<file path="src/rtl/core/wdc_pkg.sv">
// Shared types, constants and ramp coefficient tables for the waypoint drive controller.
`default_nettype none

package wdc_pkg;

   // Motion mode codes; the last code behaves as a turn in place.
   typedef enum logic [1:0] {
      MODE_FORWARD  = 2'd0,
      MODE_REVERSE  = 2'd1,
      MODE_TURN     = 2'd2,
      MODE_TURN_ALT = 2'd3
   } mode_type;

   // Register indexes on the configuration port (word addressed).
   typedef enum logic [2:0] {
      CSR_MOVE_MODE     = 3'd0,
      CSR_MAG_GAIN      = 3'd1,
      CSR_TURN_GAIN     = 3'd2,
      CSR_STRAIGHT_MAX  = 3'd3,
      CSR_STRAIGHT_MIN  = 3'd4,
      CSR_TURN_MAX      = 3'd5,
      CSR_TURN_MIN      = 3'd6,
      CSR_SLOW_DOWN     = 3'd7
   } csr_index_type;

   localparam int DIST_DEADBAND    = 8;
   localparam int HEAD_SLOW_ANGLE  = 40;
   localparam int STRAIGHT_RAMP_MS = 500;
   localparam int TURN_RAMP_MS     = 250;
   localparam int SETTLE_MS        = 500;
   localparam int HOLD_SPEED       = 10;

   // Ramp division by a constant is done as a multiply by a rounded-up
   // reciprocal that already includes the max speed. The shifts are large
   // enough that the result is exact for every elapsed time in the ramp.
   localparam int STRAIGHT_COEF_SHIFT = 18;
   localparam int TURN_COEF_SHIFT     = 16;
   localparam int SPEED_CODES         = 128;

   typedef logic [16:0] straight_coef_type;
   typedef logic [15:0] turn_coef_type;
   typedef straight_coef_type straight_coef_table_type [SPEED_CODES];
   typedef turn_coef_type     turn_coef_table_type     [SPEED_CODES];

   function automatic straight_coef_table_type straight_coef_table();
      straight_coef_table_type t;
      for (int i = 0; i < SPEED_CODES; i++) begin
         t[i] = 17'((i * (2 ** STRAIGHT_COEF_SHIFT) + STRAIGHT_RAMP_MS - 1) / STRAIGHT_RAMP_MS);
      end
      return t;
   endfunction

   function automatic turn_coef_table_type turn_coef_table();
      turn_coef_table_type t;
      for (int i = 0; i < SPEED_CODES; i++) begin
         t[i] = 16'((i * (2 ** TURN_COEF_SHIFT) + TURN_RAMP_MS - 1) / TURN_RAMP_MS);
      end
      return t;
   endfunction

   localparam straight_coef_table_type STRAIGHT_COEF = straight_coef_table();
   localparam turn_coef_table_type     TURN_COEF     = turn_coef_table();

   // Current configuration as seen by the datapath.
   typedef struct packed {
      mode_type          mode;
      logic [7:0]        mag_gain;
      logic [7:0]        turn_gain;
      logic [6:0]        straight_max;
      logic [6:0]        straight_min;
      logic [6:0]        turn_max;
      logic [6:0]        turn_min;
      logic [11:0]       slow_dist;
      straight_coef_type straight_coef;
      turn_coef_type     turn_coef;
   } cfg_type;

   // Target flags; distance is sticky, heading is sticky except in the turn modes.
   typedef struct packed {
      logic dist_reached;
      logic head_reached;
   } flags_type;

endpackage

`default_nettype wire

</file>
<file path="src/rtl/core/waypoint_drive_controller_unit.sv">
// Top level of the waypoint drive controller: handshake stages, registers, law and settle logic.
`default_nettype none

// Channel   Direction  Beat contents
// req_*     in         distance_error, heading_error, elapsed_ms, now_ms (one control tick)
// rsp_*     out        drive_magnitude, drive_rotation, move_finished (one per tick)
// csr_*     in/out     APB-style access to the eight configuration registers
//
// Every tick passes from request to response through the input register,
// then one pass through the drive law and settle logic into the
// response register. One beat can enter every cycle while req_stall is low.
// Synchronous active-high reset restores the configuration defaults and clears
// the sticky flags, the settle timers and both stage valids.
// req_stall rises only when both stages hold a beat and rsp_stall is high.

module waypoint_drive_controller_unit (
   input  wire logic               clock,
   input  wire logic               reset,
   input  wire logic               req_valid,
   output      logic               req_stall,
   input  wire logic signed [15:0] req_distance_error,
   input  wire logic signed [10:0] req_heading_error,
   input  wire logic [15:0]        req_elapsed_ms,
   input  wire logic [31:0]        req_now_ms,
   output      logic               rsp_valid,
   input  wire logic               rsp_stall,
   output      logic signed [7:0]  rsp_drive_magnitude,
   output      logic signed [7:0]  rsp_drive_rotation,
   output      logic               rsp_move_finished,
   input  wire logic               csr_psel,
   input  wire logic               csr_penable,
   input  wire logic               csr_pwrite,
   input  wire logic [4:0]         csr_paddr,
   input  wire logic [31:0]        csr_pwdata,
   output      logic [31:0]        csr_prdata,
   output      logic               csr_pready
);

   wdc_pkg::cfg_type   cfg;
   wdc_pkg::flags_type flags_cur;
   wdc_pkg::flags_type flags_nxt;

   // Input stage.
   logic               in_valid_ff;
   logic               in_valid_in;
   logic signed [15:0] in_dist_ff;
   logic signed [10:0] in_head_ff;
   logic [15:0]        in_elapsed_ff;
   logic [31:0]        in_now_ff;

   // Response stage.
   logic               out_valid_ff;
   logic               out_valid_in;
   logic signed [7:0]  out_mag_ff;
   logic signed [7:0]  out_rot_ff;
   logic               out_fin_ff;

   logic               req_take;
   logic               advance;
   logic               finished;
   logic signed [7:0]  law_mag;
   logic signed [7:0]  law_rot;

   // The input beat moves on whenever the response register is free or
   // being emptied in the same cycle; state is updated at that moment so
   // ticks see each other's flags in order.
   assign advance      = in_valid_ff && (!out_valid_ff || !rsp_stall);
   assign req_stall    = in_valid_ff && !advance;
   assign req_take     = req_valid && !req_stall;
   assign in_valid_in  = req_take || (in_valid_ff && !advance);
   assign out_valid_in = advance || (out_valid_ff && rsp_stall);

   assign rsp_valid           = out_valid_ff;
   assign rsp_drive_magnitude = out_mag_ff;
   assign rsp_drive_rotation  = out_rot_ff;
   assign rsp_move_finished   = out_fin_ff;

   wdc_csr u_csr (
      .clock       (clock),
      .reset       (reset),
      .csr_psel    (csr_psel),
      .csr_penable (csr_penable),
      .csr_pwrite  (csr_pwrite),
      .csr_paddr   (csr_paddr),
      .csr_pwdata  (csr_pwdata),
      .csr_prdata  (csr_prdata),
      .csr_pready  (csr_pready),
      .cfg         (cfg)
   );

   wdc_datapath u_datapath (
      .cfg             (cfg),
      .distance_error  (in_dist_ff),
      .heading_error   (in_head_ff),
      .elapsed_ms      (in_elapsed_ff),
      .flags_cur       (flags_cur),
      .drive_magnitude (law_mag),
      .drive_rotation  (law_rot),
      .flags_nxt       (flags_nxt)
   );

   wdc_settle u_settle (
      .clock     (clock),
      .reset     (reset),
      .advance   (advance),
      .now_ms    (in_now_ff),
      .flags_nxt (flags_nxt),
      .flags_cur (flags_cur),
      .finished  (finished)
   );

   always_ff @(posedge clock) begin
      if (reset) begin
         in_valid_ff  <= 1'b0;
         out_valid_ff <= 1'b0;
      end else begin
         in_valid_ff  <= in_valid_in;
         out_valid_ff <= out_valid_in;
      end
   end

   // Payload registers load on their enables only and need no reset.
   always_ff @(posedge clock) begin
      if (req_take) begin
         in_dist_ff    <= req_distance_error;
         in_head_ff    <= req_heading_error;
         in_elapsed_ff <= req_elapsed_ms;
         in_now_ff     <= req_now_ms;
      end
      if (advance) begin
         out_mag_ff <= finished ? 8'sd0 : law_mag;
         out_rot_ff <= finished ? 8'sd0 : law_rot;
         out_fin_ff <= finished;
      end
   end

   // A finished move drives nothing.
   a_fin_zero: assert property (@(posedge clock) disable iff (reset)
      rsp_valid && rsp_move_finished |-> rsp_drive_magnitude == 8'sd0 &&
                                         rsp_drive_rotation == 8'sd0)
      else $error("finished beat carries a nonzero drive");

   // The clamp keeps the magnitude inside the symmetric range.
   a_mag_range: assert property (@(posedge clock) disable iff (reset)
      rsp_valid |-> rsp_drive_magnitude != -8'sd128)
      else $error("drive magnitude outside clamp range");

   // Turn in place never commands forward drive.
   a_turn_no_mag: assert property (@(posedge clock) disable iff (reset)
      advance && (cfg.mode == wdc_pkg::MODE_TURN || cfg.mode == wdc_pkg::MODE_TURN_ALT)
         |-> law_mag == 8'sd0)
      else $error("turn mode produced forward drive");

   // Backpressure only appears with a beat parked in the input stage.
   a_stall_full: assert property (@(posedge clock) disable iff (reset)
      req_stall |-> in_valid_ff)
      else $error("request stalled with an empty input stage");

   // A beat that leaves the input stage shows up as a response.
   a_advance_out: assert property (@(posedge clock) disable iff (reset)
      advance |=> rsp_valid)
      else $error("advanced beat lost before the response register");

endmodule

`default_nettype wire

</file>
<file path="src/rtl/core/wdc_csr.sv">
// Configuration registers with APB-style access and precomputed ramp coefficients.
`default_nettype none

module wdc_csr (
   input  wire logic                clock,
   input  wire logic                reset,
   input  wire logic                csr_psel,
   input  wire logic                csr_penable,
   input  wire logic                csr_pwrite,
   input  wire logic [4:0]          csr_paddr,
   input  wire logic [31:0]         csr_pwdata,
   output      logic [31:0]         csr_prdata,
   output      logic                csr_pready,
   output      wdc_pkg::cfg_type    cfg
);

   localparam logic [7:0]  RST_MAG_GAIN     = 8'd32;
   localparam logic [7:0]  RST_TURN_GAIN    = 8'd32;
   localparam logic [6:0]  RST_STRAIGHT_MAX = 7'd100;
   localparam logic [6:0]  RST_STRAIGHT_MIN = 7'd20;
   localparam logic [6:0]  RST_TURN_MAX     = 7'd80;
   localparam logic [6:0]  RST_TURN_MIN     = 7'd25;
   localparam logic [11:0] RST_SLOW_DIST    = 12'd288;

   wdc_pkg::cfg_type       cfg_ff;
   wdc_pkg::cfg_type       cfg_in;
   wdc_pkg::csr_index_type index;
   logic                   wr_en;

   assign csr_pready = 1'b1;
   assign wr_en      = csr_psel & csr_penable & csr_pwrite & csr_pready;
   assign index      = wdc_pkg::csr_index_type'(csr_paddr[4:2]);
   assign cfg        = cfg_ff;

   always_comb begin
      cfg_in = cfg_ff;
      if (wr_en) begin
         unique case (index)
            wdc_pkg::CSR_MOVE_MODE:    cfg_in.mode = wdc_pkg::mode_type'(csr_pwdata[1:0]);
            wdc_pkg::CSR_MAG_GAIN:     cfg_in.mag_gain = csr_pwdata[7:0];
            wdc_pkg::CSR_TURN_GAIN:    cfg_in.turn_gain = csr_pwdata[7:0];
            wdc_pkg::CSR_STRAIGHT_MAX: begin
               cfg_in.straight_max  = csr_pwdata[6:0];
               cfg_in.straight_coef = wdc_pkg::STRAIGHT_COEF[csr_pwdata[6:0]];
            end
            wdc_pkg::CSR_STRAIGHT_MIN: cfg_in.straight_min = csr_pwdata[6:0];
            wdc_pkg::CSR_TURN_MAX: begin
               cfg_in.turn_max  = csr_pwdata[6:0];
               cfg_in.turn_coef = wdc_pkg::TURN_COEF[csr_pwdata[6:0]];
            end
            wdc_pkg::CSR_TURN_MIN:     cfg_in.turn_min = csr_pwdata[6:0];
            wdc_pkg::CSR_SLOW_DOWN:    cfg_in.slow_dist = csr_pwdata[11:0];
            default:                   cfg_in = cfg_ff;
         endcase
      end
   end

   always_comb begin
      unique case (index)
         wdc_pkg::CSR_MOVE_MODE:    csr_prdata = {30'd0, cfg_ff.mode};
         wdc_pkg::CSR_MAG_GAIN:     csr_prdata = {24'd0, cfg_ff.mag_gain};
         wdc_pkg::CSR_TURN_GAIN:    csr_prdata = {24'd0, cfg_ff.turn_gain};
         wdc_pkg::CSR_STRAIGHT_MAX: csr_prdata = {25'd0, cfg_ff.straight_max};
         wdc_pkg::CSR_STRAIGHT_MIN: csr_prdata = {25'd0, cfg_ff.straight_min};
         wdc_pkg::CSR_TURN_MAX:     csr_prdata = {25'd0, cfg_ff.turn_max};
         wdc_pkg::CSR_TURN_MIN:     csr_prdata = {25'd0, cfg_ff.turn_min};
         wdc_pkg::CSR_SLOW_DOWN:    csr_prdata = {20'd0, cfg_ff.slow_dist};
         default:                   csr_prdata = 32'd0;
      endcase
   end

   always_ff @(posedge clock) begin
      if (reset) begin
         cfg_ff.mode          <= wdc_pkg::MODE_FORWARD;
         cfg_ff.mag_gain      <= RST_MAG_GAIN;
         cfg_ff.turn_gain     <= RST_TURN_GAIN;
         cfg_ff.straight_max  <= RST_STRAIGHT_MAX;
         cfg_ff.straight_min  <= RST_STRAIGHT_MIN;
         cfg_ff.turn_max      <= RST_TURN_MAX;
         cfg_ff.turn_min      <= RST_TURN_MIN;
         cfg_ff.slow_dist     <= RST_SLOW_DIST;
         cfg_ff.straight_coef <= wdc_pkg::STRAIGHT_COEF[RST_STRAIGHT_MAX];
         cfg_ff.turn_coef     <= wdc_pkg::TURN_COEF[RST_TURN_MAX];
      end else begin
         cfg_ff <= cfg_in;
      end
   end

endmodule

`default_nettype wire

</file>
<file path="src/rtl/core/wdc_datapath.sv">
// Combinational drive law: proportional, ramp and full-speed regions for distance and heading.
`default_nettype none

module wdc_datapath (
   input  wire wdc_pkg::cfg_type   cfg,
   input  wire logic signed [15:0] distance_error,
   input  wire logic signed [10:0] heading_error,
   input  wire logic [15:0]        elapsed_ms,
   input  wire wdc_pkg::flags_type flags_cur,
   output      logic signed [7:0]  drive_magnitude,
   output      logic signed [7:0]  drive_rotation,
   output      wdc_pkg::flags_type flags_nxt
);

   // Offset, clamp and sign of a proportional term.
   function automatic logic signed [7:0] prop_drive(input logic positive,
                                                    input logic [11:0] term,
                                                    input logic [6:0] min_speed,
                                                    input logic [6:0] max_speed);
      logic [12:0] sum;
      logic [6:0]  lim;
      sum = 13'(term) + 13'(min_speed);
      if (sum > 13'(max_speed)) begin
         lim = max_speed;
      end else begin
         lim = sum[6:0];
      end
      return positive ? $signed({1'b0, lim}) : -$signed({1'b0, lim});
   endfunction

   function automatic logic signed [7:0] signed_drive(input logic negate,
                                                      input logic [6:0] speed);
      return negate ? -$signed({1'b0, speed}) : $signed({1'b0, speed});
   endfunction

   logic [15:0] dist_abs;
   logic [10:0] head_abs;
   logic        dist_near;
   logic        dist_slow;
   logic        straight_ramp;
   logic        turn_ramp;
   logic        head_hold;
   logic        head_slow;
   logic        reverse;
   logic        head_neg;
   logic [19:0] dist_prod;
   logic [13:0] turn_prod;
   logic [25:0] straight_ramp_prod;
   logic [23:0] turn_ramp_prod;
   logic [11:0] dist_term;
   logic [11:0] head_straight_term;
   logic [11:0] head_turn_term;
   logic [6:0]  straight_ramp_speed;
   logic [6:0]  turn_ramp_speed;

   assign dist_abs = distance_error[15] ? 16'(-distance_error) : 16'(distance_error);
   assign head_abs = heading_error[10] ? 11'(-heading_error) : 11'(heading_error);
   assign head_neg = heading_error[10];
   assign reverse  = (cfg.mode == wdc_pkg::MODE_REVERSE);

   assign dist_near     = dist_abs < 16'(wdc_pkg::DIST_DEADBAND);
   assign dist_slow     = dist_abs < {4'd0, cfg.slow_dist};
   assign straight_ramp = elapsed_ms < 16'(wdc_pkg::STRAIGHT_RAMP_MS);
   assign turn_ramp     = elapsed_ms < 16'(wdc_pkg::TURN_RAMP_MS);
   assign head_hold     = head_abs <= 11'd1;
   assign head_slow     = head_abs < 11'(wdc_pkg::HEAD_SLOW_ANGLE);

   // Each product is only selected when its operand is known to be narrow.
   assign dist_prod          = 20'(dist_abs[11:0]) * 20'(cfg.mag_gain);
   assign dist_term          = dist_prod[19:8];
   assign head_straight_term = 12'(head_abs[10:1]);
   assign turn_prod          = 14'(head_abs[5:0]) * 14'(cfg.turn_gain);
   assign head_turn_term     = 12'(turn_prod[13:4]);

   assign straight_ramp_prod  = 26'(elapsed_ms[8:0]) * 26'(cfg.straight_coef);
   assign straight_ramp_speed = straight_ramp_prod[wdc_pkg::STRAIGHT_COEF_SHIFT +: 7];
   assign turn_ramp_prod      = 24'(elapsed_ms[7:0]) * 24'(cfg.turn_coef);
   assign turn_ramp_speed     = turn_ramp_prod[wdc_pkg::TURN_COEF_SHIFT +: 7];

   always_comb begin
      drive_magnitude = '0;
      drive_rotation  = '0;
      flags_nxt       = flags_cur;
      unique case (cfg.mode)
         wdc_pkg::MODE_FORWARD, wdc_pkg::MODE_REVERSE: begin
            if (dist_near) begin
               flags_nxt.dist_reached = 1'b1;
            end else begin
               if (head_abs != 11'd0) begin
                  drive_rotation = prop_drive(!head_neg, head_straight_term,
                                              cfg.turn_min, cfg.turn_max);
               end
               priority if (dist_slow) begin
                  drive_magnitude = prop_drive(!distance_error[15], dist_term,
                                               cfg.straight_min, cfg.straight_max);
               end else if (straight_ramp) begin
                  drive_magnitude = signed_drive(reverse, straight_ramp_speed);
               end else begin
                  drive_magnitude = signed_drive(reverse, cfg.straight_max);
               end
            end
            // Once the distance target is held, magnitude is zeroed and heading counts as reached.
            if (flags_nxt.dist_reached) begin
               drive_magnitude        = '0;
               flags_nxt.head_reached = 1'b1;
            end
         end
         wdc_pkg::MODE_TURN, wdc_pkg::MODE_TURN_ALT: begin
            flags_nxt.dist_reached = 1'b1;
            flags_nxt.head_reached = head_hold;
            priority if (head_hold) begin
               drive_rotation = signed_drive(!head_neg, 7'(wdc_pkg::HOLD_SPEED));
            end else if (head_slow) begin
               drive_rotation = prop_drive(!head_neg, head_turn_term,
                                           cfg.turn_min, cfg.turn_max);
            end else if (turn_ramp) begin
               drive_rotation = signed_drive(head_neg, turn_ramp_speed);
            end else begin
               drive_rotation = signed_drive(head_neg, cfg.turn_max);
            end
         end
         default: begin
            drive_magnitude = '0;
         end
      endcase
   end

endmodule

`default_nettype wire

</file>
<file path="src/rtl/core/wdc_settle.sv">
// Target flags (sticky but for heading in the turn modes) and settle timers that decide when a move is finished.
`default_nettype none

module wdc_settle (
   input  wire logic               clock,
   input  wire logic               reset,
   input  wire logic               advance,
   input  wire logic [31:0]        now_ms,
   input  wire wdc_pkg::flags_type flags_nxt,
   output      wdc_pkg::flags_type flags_cur,
   output      logic               finished
);

   wdc_pkg::flags_type flags_ff;
   logic               dist_armed_ff;
   logic               head_armed_ff;
   logic [31:0]        dist_start_ff;
   logic [31:0]        head_start_ff;
   logic [31:0]        dist_start_in;
   logic [31:0]        head_start_in;
   logic [31:0]        dist_age;
   logic [31:0]        head_age;

   assign flags_cur = flags_ff;

   // A clear flag disarms its timer; a newly set flag stamps the current time.
   assign dist_start_in = !flags_nxt.dist_reached ? 32'd0 :
                          (dist_armed_ff ? dist_start_ff : now_ms);
   assign head_start_in = !flags_nxt.head_reached ? 32'd0 :
                          (head_armed_ff ? head_start_ff : now_ms);

   assign dist_age = now_ms - dist_start_in;
   assign head_age = now_ms - head_start_in;

   assign finished = flags_nxt.dist_reached && flags_nxt.head_reached &&
                     (dist_age > 32'(wdc_pkg::SETTLE_MS)) &&
                     (head_age > 32'(wdc_pkg::SETTLE_MS));

   always_ff @(posedge clock) begin
      if (reset) begin
         flags_ff      <= '0;
         dist_armed_ff <= 1'b0;
         head_armed_ff <= 1'b0;
         dist_start_ff <= '0;
         head_start_ff <= '0;
      end else if (advance) begin
         flags_ff      <= flags_nxt;
         dist_armed_ff <= flags_nxt.dist_reached;
         head_armed_ff <= flags_nxt.head_reached;
         dist_start_ff <= dist_start_in;
         head_start_ff <= head_start_in;
      end
   end

endmodule

`default_nettype wire
</file>
<file path="config.mk">
export PLATFORM = sky130hd
export DESIGN_NAME = waypoint_drive_controller_unit
export DESIGN_NICKNAME = d
export VERILOG_FILES = /design/src/rtl/core/wdc_pkg.sv /design/src/rtl/core/waypoint_drive_controller_unit.sv /design/src/rtl/core/wdc_csr.sv /design/src/rtl/core/wdc_datapath.sv /design/src/rtl/core/wdc_settle.sv
export SDC_FILE = /design/constraint.sdc
export NUM_CORES = 2
export LEC_CHECK = 0
export BUFFER_PORTS_ARGS = -buffer_cell sky130_fd_sc_hd__buf_2
export CORE_MARGIN = 3
export CORE_UTILIZATION = 45
export CTS_BUF_LIST = sky130_fd_sc_hd__clkbuf_8
export CTS_CLUSTER_DIAMETER = 80
export DETAILED_ROUTE_END_ITERATION = 10
export GPL_ROUTABILITY_DRIVEN = 1
export HOLD_SLACK_MARGIN = 0.12
export PLACE_DENSITY = 0.69
export SYNTH_ARGS = -nofsm -noshare
export SYNTH_HDL_FRONTEND = slang
export SYNTH_SLANG_ARGS = --single-unit
</file>
<file path="constraint.sdc">
create_clock -name clock -period 21.6 [get_ports clock]
set_clock_uncertainty 0.15 [all_clocks]
set_input_delay 1.08 -clock clock [delete_from_list [all_inputs] [get_ports clock]]
set_output_delay 1.08 -clock clock [all_outputs]
set_load 0.01 [all_outputs]
</file>
Word level (Yosys, flattened, before mapping)
Memories as Yosys holds them, arrays and structs flattened. A register that Yosys moved wholly into a read port is not among the register bits.
Cells that the tools add are included.
{ "classes": {"shifts": 0, "n_div": 0, "n_reduce_logical": 28, "n_addsub": 14, "bitwise": 4, "magnitude_cmp": 11, "n_eq_ne": 10, "n_mux": 39, "n_mul": 4} }
{ "ops": {"columns": ["operator", "n"], "rows": [
  ["$pmux W32 S8", 1],
  ["$mux W32", 4],
  ["$mux W8", 15],
  ["$mux W7", 12],
  ["$gt A32 B9 Y1 const B", 2],
  ["$sub A32 B32 Y32", 2],
  ["$neg A7 Y8", 7],
  ["$gt A13 B7 Y1", 3],
  ["$mul A9 B17 Y25", 1],
  ["$mul A8 B16 Y23", 1],
  ["$add A10 B7 Y11", 2],
  ["$mul A12 B8 Y20", 1],
  ["$lt A16 B12 Y1", 1],
  ["$lt A16 B4 Y1 const B", 1],
  ["$lt A16 B8 Y1 const B", 1],
  ["$lt A16 B9 Y1 const B", 1],
  ["$mux W16", 1],
  ["$neg A16 Y16", 1],
  ["$pmux W8 S2", 1],
  ["$reduce_and A2 Y1", 8],
  ["$mul A6 B8 Y14", 1],
  ["$add A12 B7 Y13", 1],
  ["$eq A3 B3 Y1 const B", 4],
  ["$le A11 B1 Y1 const B", 1],
  ["20 further kinds", 37]
]} }
{ "totals": {"ram_bits": 0, "out_inout_bits": 52, "latchBits": 0, "memories": 2, "wordCells": 133, "rom_bits": 4224, "ff_bits": 218} }
{ "mem_list": {"columns": ["name", "words", "word_bits", "read_ports", "rd_clocked_by_memory_dff", "write_ports", "line_no", "source"], "rows": [
  ["(no name shown)", 128, 17, 1, 1, 0, "wdc_csr.sv:44", "cfg_in.straight_coef = wdc_pkg::STRAIGHT_COEF[csr_pwdata[6:0]];"],
  ["(no name shown)", 128, 16, 1, 1, 0, "wdc_csr.sv:49", "cfg_in.turn_coef = wdc_pkg::TURN_COEF[csr_pwdata[6:0]];"]
]} }

Logic depth before layout (Yosys ltp)
{ "depth": {"ltp_word": 14, "ltp_mapped": 38, "depth_no_buf": 36} }

Cells and area by module
From an unflattened synthesis, not the netlist that was laid out.
{ "unflattened": {"cells_unflattened": 4115, "area_unflattened_um2": 34165.3} }
{ "modules_own_cells": {"columns": ["module", "n_inst", "seq_area_each_um2", "cells_per_inst", "area_per_inst_um2"], "rows": [
  ["wdc_datapath", 1, 0.0, 1993, 16243.1],
  ["wdc_settle", 1, 1321.3, 1062, 7876.3],
  ["wdc_csr", 1, 1821.7, 941, 7061.8],
  ["waypoint_drive_controller_unit", 1, 2802.7, 119, 2984.1]
]} }

Least setup slack after synthesis
Ideal clock, no wire load.
{ "synth_timing": {"kind": "register to register", "startpoint": "reg in_dist_ff[0]", "endpoint": "reg out_mag_ff[2], in the netlist rsp_drive_magnitude[2] (data pin)", "slack_ns": 13.637, "stages_incl_launch_ff": 36, "n_path_buf": 2, "t_arrival_ns": 7.545, "required_ns": 21.182, "setup_time_ns": 0.268, "cell_sequence": "edfxtp_1 -> inv_1 -> ha_1 -> or4b_1 -> buf_2 -> o21ai_0 -> xnor2_1 -> nand2_1 -> fa_1 -> inv_1 -> fa_1 -> fa_1 -> inv_1 -> fa_1 -> inv_1 -> ha_1 -> and2_1 -> o21a_1 -> nor2_1 -> ha_1 -> a21o_1 -> a21oi_1 -> o21bai_1 -> a21oi_1 -> xnor2_1 -> ha_1 -> a21o_1 -> a21oi_1 -> o21ai_0 -> o21a_1 -> nor3_1 -> o311a_1 -> buf_1 -> mux2i_1 -> a21oi_1 -> nor3_1"} }
{ "synth_between": {"elab_chain_len": 12} }
{ "synth_rtl": {"columns": ["element", "line_no", "source"], "rows": [
  ["from (decl)", "waypoint_drive_controller_unit.sv:46", "logic signed [15:0] in_dist_ff;"],
  ["from (signal assigned)", "waypoint_drive_controller_unit.sv:125", "in_dist_ff <= req_distance_error;"],
  ["$neg A16 Y16", "wdc_datapath.sv:56", "assign dist_abs = distance_error[15] ? 16'(-distance_error) : 16'(distance_error);"],
  ["$mux W16 *", "wdc_datapath.sv:56", null],
  ["$mul A12 B8 Y20 / $lt A16 B4 Y1 (equally long branches)", "wdc_datapath.sv:69, wdc_datapath.sv:61", null],
  ["$add A12 B7 Y13 / $mux W1 (equally long branches)", "wdc_datapath.sv:22, wdc_datapath.sv:86", null],
  ["$gt A13 B7 Y1 / $mux W1 (equally long branches)", "wdc_datapath.sv:23, wdc_datapath.sv:84", null],
  ["$mux W7 (tied with other cells)", "wdc_datapath.sv:23", "if (sum > 13'(max_speed)) begin"],
  ["$mux W7 (tied with other cells)", "wdc_datapath.sv:93", "priority if (dist_slow) begin"],
  ["$mux W7 (tied with other cells)", "wdc_datapath.sv:86", "if (dist_near) begin"],
  ["$mux W7 (tied with other cells)", "wdc_datapath.sv:84", "unique case (cfg.mode)"],
  ["$neg A7 Y8 (tied with other cells)", "wdc_datapath.sv:28", "return positive ? $signed({1'b0, lim}) : -$signed({1'b0, lim});"],
  ["$mux W8 / $logic_and A1 B1 Y1 (equally long branches)", "wdc_datapath.sv:28, wdc_settle.sv:36", null],
  ["$mux W8 / $reduce_or A4 Y1 (equally long branches)", null, null],
  ["to (signal assigned)", "waypoint_drive_controller_unit.sv:131", "out_mag_ff <= finished ? 8'sd0 : law_mag;"],
  ["to (decl)", "waypoint_drive_controller_unit.sv:54", "logic signed [7:0] out_mag_ff;"]
]} }
Every way passes the cells marked *; elsewhere a longest branch is shown, timed or not. The select of a mux whose other input is x is not followed.
A chain may end at the register's enable or synchronous reset.

Final worst setup path
{ "layout_timing": {"startpoint": "reg in_head_ff[0]", "endpoint": "reg out_rot_ff[3], in the netlist rsp_drive_rotation[3] (data pin)"} }
{ "layout_between": {"elab_chain_len": 14} }
{ "layout_rtl": {"columns": ["element", "line_no", "source"], "rows": [
  ["from (decl)", "waypoint_drive_controller_unit.sv:47", "logic signed [10:0] in_head_ff;"],
  ["from (signal assigned)", "waypoint_drive_controller_unit.sv:126", "in_head_ff <= req_heading_error;"],
  ["$neg A11 Y11", "wdc_datapath.sv:57", "assign head_abs = heading_error[10] ? 11'(-heading_error) : 11'(heading_error);"],
  ["$mux W11 *", "wdc_datapath.sv:57", null],
  ["$mul A6 B8 Y14", "wdc_datapath.sv:72", "assign turn_prod = 14'(head_abs[5:0]) * 14'(cfg.turn_gain);"],
  ["$add A10 B7 Y11", "wdc_datapath.sv:22", "sum = 13'(term) + 13'(min_speed);"],
  ["$gt A13 B7 Y1", "wdc_datapath.sv:23", null],
  ["$mux W7", "wdc_datapath.sv:23", null],
  ["$mux W7", "wdc_datapath.sv:113", "end else if (head_slow) begin"],
  ["$mux W7", "wdc_datapath.sv:111", "priority if (head_hold) begin"],
  ["$mux W7", "wdc_datapath.sv:84", null],
  ["$neg A7 Y8", "wdc_datapath.sv:28", null],
  ["$mux W8", "wdc_datapath.sv:28", null],
  ["$mux W8", "wdc_datapath.sv:113", null],
  ["$mux W8", "wdc_datapath.sv:111", null],
  ["$pmux W8 S2", "wdc_datapath.sv:84", null],
  ["to (signal assigned)", "waypoint_drive_controller_unit.sv:132", "out_rot_ff <= finished ? 8'sd0 : law_rot;"],
  ["to (decl)", "waypoint_drive_controller_unit.sv:55", "logic signed [7:0] out_rot_ff;"]
]} }
Marked as above.

==> metrics.txt <==
Clock Tree Buf Depth 3; global route overflow 0; outcome complete, no violations; R2R setup slack 11,990 ps; Initial Util 0.456; Critical Path Source in_head_ff[0]$_DFFE_PP_; FF-to-FF End rsp_drive_rotation[3]$_SDFFCE_PP0P_; Fin Setup TNS 0 ps; Setup Buffers After CTS 0; P_leak 15.5 nW; via count of the first global-routing pass 27,511; Worst setup endpoint rsp_drive_rotation[3]$_SDFFCE_PP0P_; maximum vdd drop 0.0565 mV; CTS Hold Bufs 0; drt drc 0; CTS tree done; RSZ-0062 raised after global routing no; power per cell area 55.7 nW/µm²; Max Cap Viol 0; commonest non-fill, non-tap cells in the layout nand2_1, inv_1, nor2_1, a21oi_1, fa_1; largest net degree at the start of global routing 92; worst setup margin 11,990 ps; Post-synth EDFFs 92; async set-reset flop share out of synthesis 0; vias per inst 5.79; worst-path fanout max 18; FF+latch count, synth 251; Worst Min Path Start u_settle.dist_start_ff[0]$_SDFFE_PP0P_; Num Clock Sinks 251; Worst Tran Pin Value 1100 ps; Final Cycle Share 0.445; TritonCTS buffer count 51; placed cell count 4,931; startpoint types register; GRT Total Usage 0.241; P&R area growth vs syn 6.51%; Mapped Cells 4,079; worst min-delay path class register to register; syn avg cell area 8.04 µm²; Max H-tree Level 2; Cell Area, Synth 32,800 µm²; non-filler cells, final 5,032; crit-path max cell delay 890 ps; final instance area 34,900 µm²; CP max stage cell nand4b_1; most common cell after layout, fill and taps aside nand2_1; Fillers 6,996; Design Power 1.94 mW; DR vias 29,150; first-pass GRT wire length 149,000 µm; Pre-antenna DRT Iters 6; Ys Warns 0; register area share after synthesis 0.181; Die Width 276 µm; Post-Place Cell Area 33,800 µm²; reg2reg path depth 30; CP most frequent cell inv_1; drt initial violations 2,575; Slew Viols, Final 0; Worst-path clk slew 60 ps; synth unique cells 94; post_cts resized 0; share of post-route cells with drive strength above 1 0.0785; WL final 91,700 µm; reg-to-reg startpoint in_head_ff[0]$_DFFE_PP_; relative slew slack 0.264; Worst Path Required 21,820 ps; Die Area 76,100 µm²; Post-DRT Antenna Nets 0; core area 71,900 µm²; Routed WL per cell 18.2 µm; final hold violation count 0; pre-CTS setup slack 12,250 ps; Clock Root Buffer clkbuf_8; number of I/O pins 171; main flop type after synthesis dfxtp_1; WP data arrival 9830 ps; RD Place Congestion 0.929; # nets final 4,701; Crit. End Element register; PortBufs 127; endpoints failing setup 0; Detail Placement HPWL 67,300 µm; critical path class register to register; Max Fclk 0.104 GHz; Cell Rows 98; worst-skew pair later-pin latency 660 ps; min Tclk post-route 9610 ps; initial antenna violation count 8; die height 276 µm
cell families (layout without fill, tap and decap cells):
family | count (synthesis) | after routing | share of synthesized area
compound gates | 931 | 931 | 0.183
xor+xnor | 133 | 133 | 0.0364
fa+ha+maj | 550 | 550 | 0.273
buf+inv | 644 | 622 | 0.0769
flops | 251 | 251 | 0.181
mux | 121 | 121 | 0.0416
other cells | 2 | 27 | 0.000229
simple gates | 1447 | 1447 | 0.207
report_power, final:
part | switching, mW | internal (mW) | leakage, nW
sequential | 0.0183 | 0.509 | 2.18
combinational | 0.522 | 0.363 | 12.7
clock | 0.233 | 0.299 | 0.636
total | 0.774 | 1.17 | 15.5
stage by stage:
| stage | util | hold WS (ps) |
|---|---|---|
| 6_report | 0.486 | 309 |
| 5_1_grt | 0.486 | 334 |
| 4_1_cts | 0.486 | 309 |
| 3_5_place_dp | 0.471 | 300 |
| 3_3_place_gp | 0.471 | 294 |
| 2_1_floorplan | - | 286 |
worst min-delay path by stage:
stage	slack, ps	endpoint	cells past startpoint
6_report	310	u_settle.dist_start_ff[0]$_SDFFE_PP0P_	2
3_3_place_gp	290	u_settle.dist_start_ff[0]$_SDFFE_PP0P_	2
2_1_floorplan	290	u_settle.dist_start_ff[0]$_SDFFE_PP0P_	2
4_1_cts	310	u_settle.dist_start_ff[0]$_SDFFE_PP0P_	2
3_5_place_dp	300	u_settle.dist_start_ff[0]$_SDFFE_PP0P_	2
5_1_grt	330	u_settle.dist_start_ff[0]$_SDFFE_PP0P_	2
critical path, delay by kind of cell, from the launching register on:
family	cells	cell delay, ps
buf+inv	5	360
xor+xnor	2	650
compound gates	9	1920
flops	1	570
fa+ha+maj	7	2690
simple gates	7	2960
sequential cells by signal, indices dropped and copies added, names as in the netlist:
register and count:
u_csr.cfg 91, in_now_ff 32, u_settle.dist_start_ff 32, u_settle.head_start_ff 32, in_dist_ff 16, in_elapsed_ff 16, in_head_ff 11, rsp_drive_magnitude 8
rsp_drive_rotation 8, in_valid_ff 1, rsp_move_finished 1, rsp_valid 1, u_settle.dist_armed_ff 1, u_settle.flags_cur 1
synth_stat cells, drive strengths merged (13+ instances only):
cell type	number	area share
xor2	43	0.011
o21a	26	0.0060
nor4	20	0.0040
or4	13	0.0031
ha	273	0.10
nor3	57	0.0089
a31oi	35	0.0069
clkbuf	218	0.025
nor2b	50	0.0095
o2111ai	13	0.0035
a221oi	15	0.0040
xnor2	88	0.024
inv	360	0.041
and2	178	0.034
o211ai	43	0.0098
a311oi	17	0.0047
o21bai	14	0.0032
and3	23	0.0044
a21o	45	0.010
nand2	534	0.061
dfxtp	159	0.097
a2111oi	14	0.0037
a211oi	82	0.019
edfxtp	92	0.084
nor3b	13	0.0030
nand4	29	0.0055
nand2b	34	0.0065
fa	275	0.17
mux2i	72	0.022
nand3	56	0.0086
and2b	22	0.0050
nor2	367	0.042
buf	63	0.010
mux2	41	0.014
or3	21	0.0040
o21ai	176	0.027
o31ai	23	0.0054
a21oi	308	0.047
o22ai	13	0.0025
metal layers:
metal	GRT usage	share of wire	vias to the layer above	wire, µm
met5	0	0.000098	-	9
met4	0.0682	0.027	2	2510
met3	0.0442	0.084	153	7660
met2	0.375	0.44	1062	40700
met1	0.341	0.45	14036	40900
li1	-	-	13897	-
final cells by class:
class / instances / area (µm²) / area share
clock buffer: 59 / 812 / 0.0233
inverter: 363 / 1360 / 0.0390
multi-input combinational: 3203 / 24400 / 0.699
timing repair buffer: 164 / 918 / 0.0263
antenna: 6 / 15.0 / 0.000430
tap: 950 / 1190 / 0.0341
sequential: 251 / 5950 / 0.170
clock inverter: 36 / 274 / 0.00785
No activity file was read; power rests on OpenSTA's default activity.
